--- src/hdl/rarst_pkg.sv ---
`timescale 1ns / 1ps

package rarst_pkg;

  // tree geometry
  localparam int LEAF_COUNT  = 1024;
  localparam int LEVELS      = 11;
  localparam int NODE_COUNT  = 2 * LEAF_COUNT;
  localparam int POS_W       = 10;
  localparam int NODE_W      = 11;
  localparam int LVL_W       = 4;
  localparam int OP_W        = 2;
  localparam int VAL_W       = 32;
  localparam int SUM_W       = 64;

  // command queue between front and back
  localparam int QUEUE_DEPTH = 2;
  localparam int QPTR_W      = 1;
  localparam int QCNT_W      = 2;

  typedef enum logic [OP_W-1:0] {
    OP_WRITE = 2'd0,
    OP_ADD   = 2'd1,
    OP_QUERY = 2'd2,
    OP_NONE  = 2'd3
  } rarst_op_e;

  typedef enum logic [1:0] {
    CMD_WRITE = 2'd0,
    CMD_ADD   = 2'd1,
    CMD_QUERY = 2'd2,
    CMD_ZERO  = 2'd3
  } rarst_kind_e;

  typedef struct packed {
    rarst_kind_e             kind;
    logic [NODE_W-1:0]       lo;     // leaf node for a write, left boundary otherwise
    logic [NODE_W-1:0]       hi;     // right boundary node
    logic [SUM_W-1:0]        value;  // sign extended operand
  } rarst_cmd_t;

  typedef struct packed {
    logic pop;
    logic clearing;
  } rarst_bstat_t;

endpackage

--- src/hdl/rarst_front.sv ---
`timescale 1ns / 1ps

module rarst_front (
  input  logic                       clk_i,
  input  logic                       rst_ni,
  input  logic                       in_valid_i,
  output logic                       in_stall_o,
  input  logic [1:0]                 operation_i,
  input  logic [9:0]                 left_index_i,
  input  logic [9:0]                 right_index_i,
  input  logic signed [31:0]         value_i,
  input  rarst_pkg::rarst_bstat_t    bstat_i,
  output logic                       cmd_valid_o,
  output rarst_pkg::rarst_cmd_t      cmd_o
);
  import rarst_pkg::*;

  rarst_cmd_t          queue_q [QUEUE_DEPTH];
  logic [QPTR_W-1:0]   wr_ptr_q, rd_ptr_q;
  logic [QCNT_W-1:0]   count_q;
  rarst_cmd_t          new_cmd;
  logic                keep;
  logic                good;
  logic                accept;
  logic                push;

  // range check: boundaries left-1 and right+1 must be inside the tree
  assign good = (left_index_i != '0) && (left_index_i <= right_index_i) &&
                (right_index_i <= POS_W'(LEAF_COUNT - 2));

  // classify the request
  always_comb begin
    new_cmd.kind  = CMD_ZERO;
    new_cmd.lo    = NODE_W'({1'b1, left_index_i}) - NODE_W'(1);
    new_cmd.hi    = NODE_W'({1'b1, right_index_i}) + NODE_W'(1);
    new_cmd.value = {{(SUM_W-VAL_W){value_i[VAL_W-1]}}, value_i};
    keep          = 1'b0;
    unique case (rarst_op_e'(operation_i))
      OP_WRITE: begin
        new_cmd.kind = CMD_WRITE;
        new_cmd.lo   = {1'b1, left_index_i};
        keep         = 1'b1;
      end
      OP_ADD: begin
        new_cmd.kind = CMD_ADD;
        keep         = good;
      end
      OP_QUERY: begin
        new_cmd.kind = good ? CMD_QUERY : CMD_ZERO;
        keep         = 1'b1;
      end
      default: begin
        keep = 1'b0;
      end
    endcase
  end

  assign in_stall_o  = (count_q == QCNT_W'(QUEUE_DEPTH)) || bstat_i.clearing;
  assign accept      = in_valid_i && !in_stall_o;
  assign push        = accept && keep;
  assign cmd_valid_o = (count_q != '0);
  assign cmd_o       = queue_q[rd_ptr_q];

  // queue pointers
  always_ff @(posedge clk_i or negedge rst_ni) begin
    if (!rst_ni) begin
      wr_ptr_q <= '0;
      rd_ptr_q <= '0;
      count_q  <= '0;
    end else begin
      if (push) wr_ptr_q <= wr_ptr_q + QPTR_W'(1);
      if (bstat_i.pop) rd_ptr_q <= rd_ptr_q + QPTR_W'(1);
      if (push && !bstat_i.pop) count_q <= count_q + QCNT_W'(1);
      else if (!push && bstat_i.pop) count_q <= count_q - QCNT_W'(1);
    end
  end

  // queue storage
  always_ff @(posedge clk_i) begin
    if (push) queue_q[wr_ptr_q] <= new_cmd;
  end

endmodule

--- config.mk ---
export PLATFORM = sky130hd
export DESIGN_NAME = rarst_front
export DESIGN_NICKNAME = d
export VERILOG_FILES = /design/src/hdl/rarst_pkg.sv /design/src/hdl/rarst_front.sv
export SDC_FILE = /design/constraint.sdc
export NUM_CORES = 1
export LEC_CHECK = 0
export BUFFER_PORTS_ARGS = -buffer_cell sky130_fd_sc_hd__buf_2
export CORE_MARGIN = 2
export CORE_UTILIZATION = 50
export CTS_CLUSTER_SIZE = 8
export DETAILED_ROUTE_END_ITERATION = 12
export PLACE_DENSITY = 0.87
export SLEW_MARGIN = 25
export SYNTH_ARGS = -nofsm -noshare
export SYNTH_HDL_FRONTEND = slang
export SYNTH_SLANG_ARGS = --single-unit
--- constraint.sdc ---
create_clock -name clk_i -period 8.8 [get_ports clk_i]
set_clock_uncertainty 0.2 [all_clocks]
set_input_delay 1.32 -clock clk_i [delete_from_list [all_inputs] [get_ports clk_i]]
set_output_delay 1.32 -clock clk_i [all_outputs]
set_load 0.1 [all_outputs]
==> results of run 1 <==
layer usage:
| layer | vias up | routed length, um | GRT usage, % |
|---|---|---|---|
| met3 | 8 | 661 | 5.195 |
| met4 | 0 | 91 | 6.381 |
| met2 | 144 | 5070 | 30.00 |
| met1 | 1459 | 4247 | 24.38 |
| li1 | 1425 | - | - |
| met5 | - | 0 | 0 |
path summary, 6_finish.rpt:
check / to / slack (ps) / cells after the start
hold reg to reg: count_q[1] / 300 / 1
max in group asynchronous: rd_ptr_q / 7840 / 1
min in group asynchronous: count_q[1] / 420 / 1
setup / recovery: queue_q[1][12] / 4560 / 10
hold / removal: count_q[1] / 300 / 1
setup reg to reg: queue_q[1][12] / 5870 / 7
logic make-up (layout without fill, tap and decap cells):
kind of cell / after synthesis / in the layout / share of synthesized area [%]
and+or+nand+nor: 44 / 44 / 4.416
xor gates and xnor gates: 21 / 21 / 3.733
buffers and inverters: 57 / 200 / 6.514
AOI/OAI and AO/OA: 14 / 14 / 2.098
adders and majority gates: 14 / 14 / 3.416
DFF: 116 / 116 / 67.53
muxes: 56 / 56 / 12.30
cell usage after synthesis (all sizes together):
master  number
ha          14
a31oi        1
nor2b        2
o31a         1
a211o        1
nor4         4
clkbuf       7
inv         18
a311o        1
xor2         9
edfxtp     112
nand4        3
mux2        56
nand2b       2
o221ai       1
or2          3
a21oi        3
dfrtp        4
o21bai       1
nand3        7
xnor2       12
nor4b        1
nand2        8
a21o         3
buf         32
nor3         5
or4          1
nor2         8
o21ai        2
registers in the layout, indices dropped and copies added, names as in the netlist:
register / cells
wr_ptr_q: 1
rd_ptr_q: 1
count_q: 2
queue_q: 112
per-stage QoR:
step / instances / cell area, um2 / hold WS (ps) / util (%)
after floorplan: 322 / 5129 / 255.9 / -
after global placement: 567 / 5806 / 280.9 / 58.85
after detailed placement: 567 / 5806 / 297.0 / 58.85
after CTS: 598 / 6430 / 304.6 / 65.18
after global routing: 598 / 6430 / 351.8 / 65.18
final: 598 / 6430 / 300.8 / 65.18
cell type report:
type	count	area, um2	area share [%]
Clock inverter	14	210.2	3.269
Inverter	18	67.56	1.051
Sequential cell	116	3465	53.88
Clock buffer	17	414.1	6.441
Tap cell	133	166.4	2.588
Multi-Input combinational cell	149	1344	20.90
Timing Repair Buffer	151	763.2	11.87
==> run summary, run 1 <==
status: complete, no violations
Final Worst Setup Slack: 4559 ps
hold buffers post-CTS: 0
GP Congestion: 0.8684
R2R Path Start: count_q[0]
Top Family by Delay on Critical Path: compound AO/OA/AOI/OAI gates
layout cell share with drive strength beyond 1: 53.12%
Final nets: 526
largest net degree at the start of global routing: 37
Avg Inst Size Synth: 15.93 um2
Ys Warns: 0
Final Max Slew Viols: 0
Seq/Total Area, Yosys: 67.53%
Die Area: 0.01108 mm2
most common cell after layout, fill and taps aside: buf_2
fmax: 235.8 MHz
Max Cap Violations: 0
DR iter-0 viols: 219
Root Driver: clkbuf_8
WL final: 10070 um
CP max stage delay: 580 ps
post-synthesis cell area: 0.005129 mm2
start point of the critical path: right_index_i[9]
CTS H-tree depth: 4
Sink Count: 116
DR DRC count: 0
Slew headroom: 53.00%
setup tns final: 0 ps
PortBufs: 148
CTS tree: done
CTS buffer count: 17
highest-count cells in the layout ignoring fill and taps: buf_2, edfxtp_1, mux2_2
Worst Path Required: 8750 ps
Crit path buffers/inverters: 3
period utilization: 48.20%
# diodes: 0
Area Growth Syn to Fin: 25.37%
final hold violation count: 0
GRT Util Overall: 18.62%
Distinct cells, synth: 32
Die Span Y: 105.3 um
Worst Hold Launch: count_q[1]
I/O pin total: 149
Yosys top cell area share: 65.58%
Layout fillers: 694
dpl ws: 4025 ps
# setup viols final: 0
Worst Tran Pin Value: 703.6 ps
post-CTS setup buffer count: 0
initial antenna violation count: 0
CP Class: in -> reg
grt ovf: 0
Synth area leaders: edfxtp_1, mux2_2, buf_4, ha_1, dfrtp_1
Worst-path clk slew: 50 ps
FP Rows: 36
die width: 105.3 um
post-DR wirelength/cell: 16.84 um
unrepaired setup endpoints after global routing: no
first-pass GRT wire length: 15460 um
minimum clock period: 4241 ps
crit start category: primary input
Syn Nets: 395
first drt pass iteration count: 5
Starting Density: 51.99%
worst-skew pair later-pin latency: 500 ps
Critical Path AT: 4190 ps
drt via density: 5.077
critical path cell sequence: buf_2, inv_1, ha_1, a211o_1, a31oi_1, o221ai_1, a311o_1, o31a_4, nor2b_4, buf_4
crit path capture type: register
Yosys top cell by area: edfxtp_1
Crit-path slowest cell: nor2b_4
DPL Wire Length: 7173 um
Detail Route Antenna Nets: 0
Synth Instances: 322
CORE AREA: 0.009864 mm2
crit path max fanout: 32
post-synthesis register bit count: 116
Via Count: 3036
vias in the first global route: 2994
Resize count post-CTS: 0
clock buffer depth: 2
Worst Hold Class: reg -> reg
Power of run 1 is left out: the tool's default activity adds up to more than one toggle a clock period on the data nets, which glitch-free logic cannot reach.
==> run 2, diff against run 1 <==
Clock period 8.8 ns to 4.1 ns, I/O delays scaled along.
==> run summary, run 2 (same netlist as run 1, synthesis figures left out) <==
status: complete, no violations (unchanged)
FP Rows: 36 (unchanged)
period utilization: 77.60%
WL final: 9770 um (was 10070 um)
Max Cap Violations: 0 (unchanged)
worst-skew pair later-pin latency: 500 ps (about the same)
crit start category: register (was primary input)
Die Area: 0.01108 mm2 (unchanged)
Layout fillers: 706 (was 694)
Final nets: 530 (was 526)
clock buffer depth: 2 (unchanged)
CP Class: reg -> out (was in -> reg)
PortBufs: 148 (unchanged)
DR iter-0 viols: 121 (was 219)
die width: 105.3 um (unchanged)
vias in the first global route: 2980 (was 2994)
setup tns final: 0 ps (unchanged)
Sink Count: 116 (unchanged)
max FFs per register: 112 (unchanged)
CORE AREA: 0.009864 mm2 (unchanged)
Post-Route Hold Slack: 98.91 ps (was 300.8 ps)
first-pass GRT wire length: 14920 um (was 15460 um)
# setup viols final: 0 (unchanged)
initial antenna violation count: 0 (unchanged)
Worst Hold Class: in -> reg (was reg -> reg)
Area Growth Syn to Fin: 23.81% (was 25.37%)
Critical Path AT: 2370 ps (was 4190 ps)
post-CTS setup buffer count: 0 (unchanged)
Root Driver: clkbuf_8 (unchanged)
Die Span Y: 105.3 um (unchanged)
most common cell after layout, fill and taps aside: buf_2 (unchanged)
DP Area: 0.005828 mm2 (was 0.005806 mm2)
crit path max fanout: 25 (was 32)
CTS buffer count: 17 (unchanged)
minimum clock period: 3182 ps
Worst Path Required: 3280 ps (was 8750 ps)
CTS tree: done (unchanged)
first drt pass iteration count: 4 (was 5)
grt ovf: 0 (unchanged)
Via Count: 2980 (was 3036)
unrepaired setup endpoints after global routing: no (unchanged)
# diodes: 0 (unchanged)
fmax: 314.3 MHz
Starting Density: 51.99% (unchanged)
Worst Tran Pin Value: 596.2 ps (was 703.6 ps)
CTS H-tree depth: 4 (unchanged)
layout cell share with drive strength beyond 1: 51.81% (was 53.12%)
Top Registers: queue_q: 112 flops, count_q: 2 flops (unchanged)
GP Congestion: 0.8526 (was 0.8684)
Hold Path Stages: 1 (unchanged)
Final Max Slew Viols: 0 (unchanged)
Register-to-Register Path Depth: 7 (unchanged)
drt via density: 4.950 (was 5.077)
GRT Util Overall: 18.11% (was 18.62%)
I/O pin total: 149 (unchanged)
final hold violation count: 0 (unchanged)
post-route cell area: 0.006350 mm2 (was 0.006430 mm2)
crit path capture type: output port (was register)
Detail Route Antenna Nets: 0 (unchanged)
highest-count cells in the layout ignoring fill and taps: buf_2, edfxtp_1, mux2_2 (unchanged)
DR DRC count: 0 (unchanged)
Slew headroom: 60.25% (was 53.00%)
DPL Wire Length: 7022 um (was 7173 um)
post-DR wirelength/cell: 16.23 um (was 16.84 um)
largest net degree at the start of global routing: 34 (was 37)
Worst-path clk slew: 50 ps (about the same)
largest reg by FF count: queue_q (unchanged)
run 2: cell types whose count changed in the layout (fill, tap and decap cells not counted), sizes merged:
cell         previous run  this run
buf                   151       154
bufinv                  5         1
clkbuf                 17        18
clkinv                  5         9
dlygate4sd3             0         1
inv                    19        18
run 2: area by class of cell:
type,instances,area [um2],area share (%)
sequential,116,3465,54.56
multi-input combinational,149,1344,21.16
timing repair buffer,155,795.8,12.53
clock buffer,18,417.9,6.581
tap,133,166.4,2.621
clock inverter,13,93.84,1.478
inverter,18,67.56,1.064
run 2: routing by layer:
metal	wire [um]	track usage, %	vias to the layer above
met4	129	7.524	0
met5	0	0	-
met2	4933	29.63	106
li1	-	-	1435
met1	4186	22.38	1428
met3	520	5.566	11
run 2: stage by stage:
stage          worst slack [ps]  instances  util [%]
2_1_floorplan             522.5        322         -
3_3_place_gp              712.1        570     59.08
3_5_place_dp              645.1        570     59.08
4_1_cts                   855.6        602     64.37
5_1_grt                   812.6        602     64.37
6_report                  918.3        602     64.37
run 2: timing repair:
item,in CTS,in global routing
hold buffers,1,0
resized for setup,0,0
hold endpoints to repair,4,0
run 2: worst max-delay path: stages, from the launching register on:
cell	delay (ps)
dfrtp_2	750
buf_4	410
mux2_2	400
buf_2	300
run 2: worst paths after layout:
path                             from        endpoint  slack [ps]
setup reg to reg           count_q[0]  queue_q[1][29]        1860
hold / removal             value_i[6]   queue_q[0][6]         100
min in group asynchronous      rst_ni        wr_ptr_q         240
setup / recovery             rd_ptr_q       cmd_o[15]         920
hold reg to reg            count_q[1]      count_q[1]         300
max in group asynchronous      rst_ni        rd_ptr_q        3340
Power of run 2 is left out for the same reason.
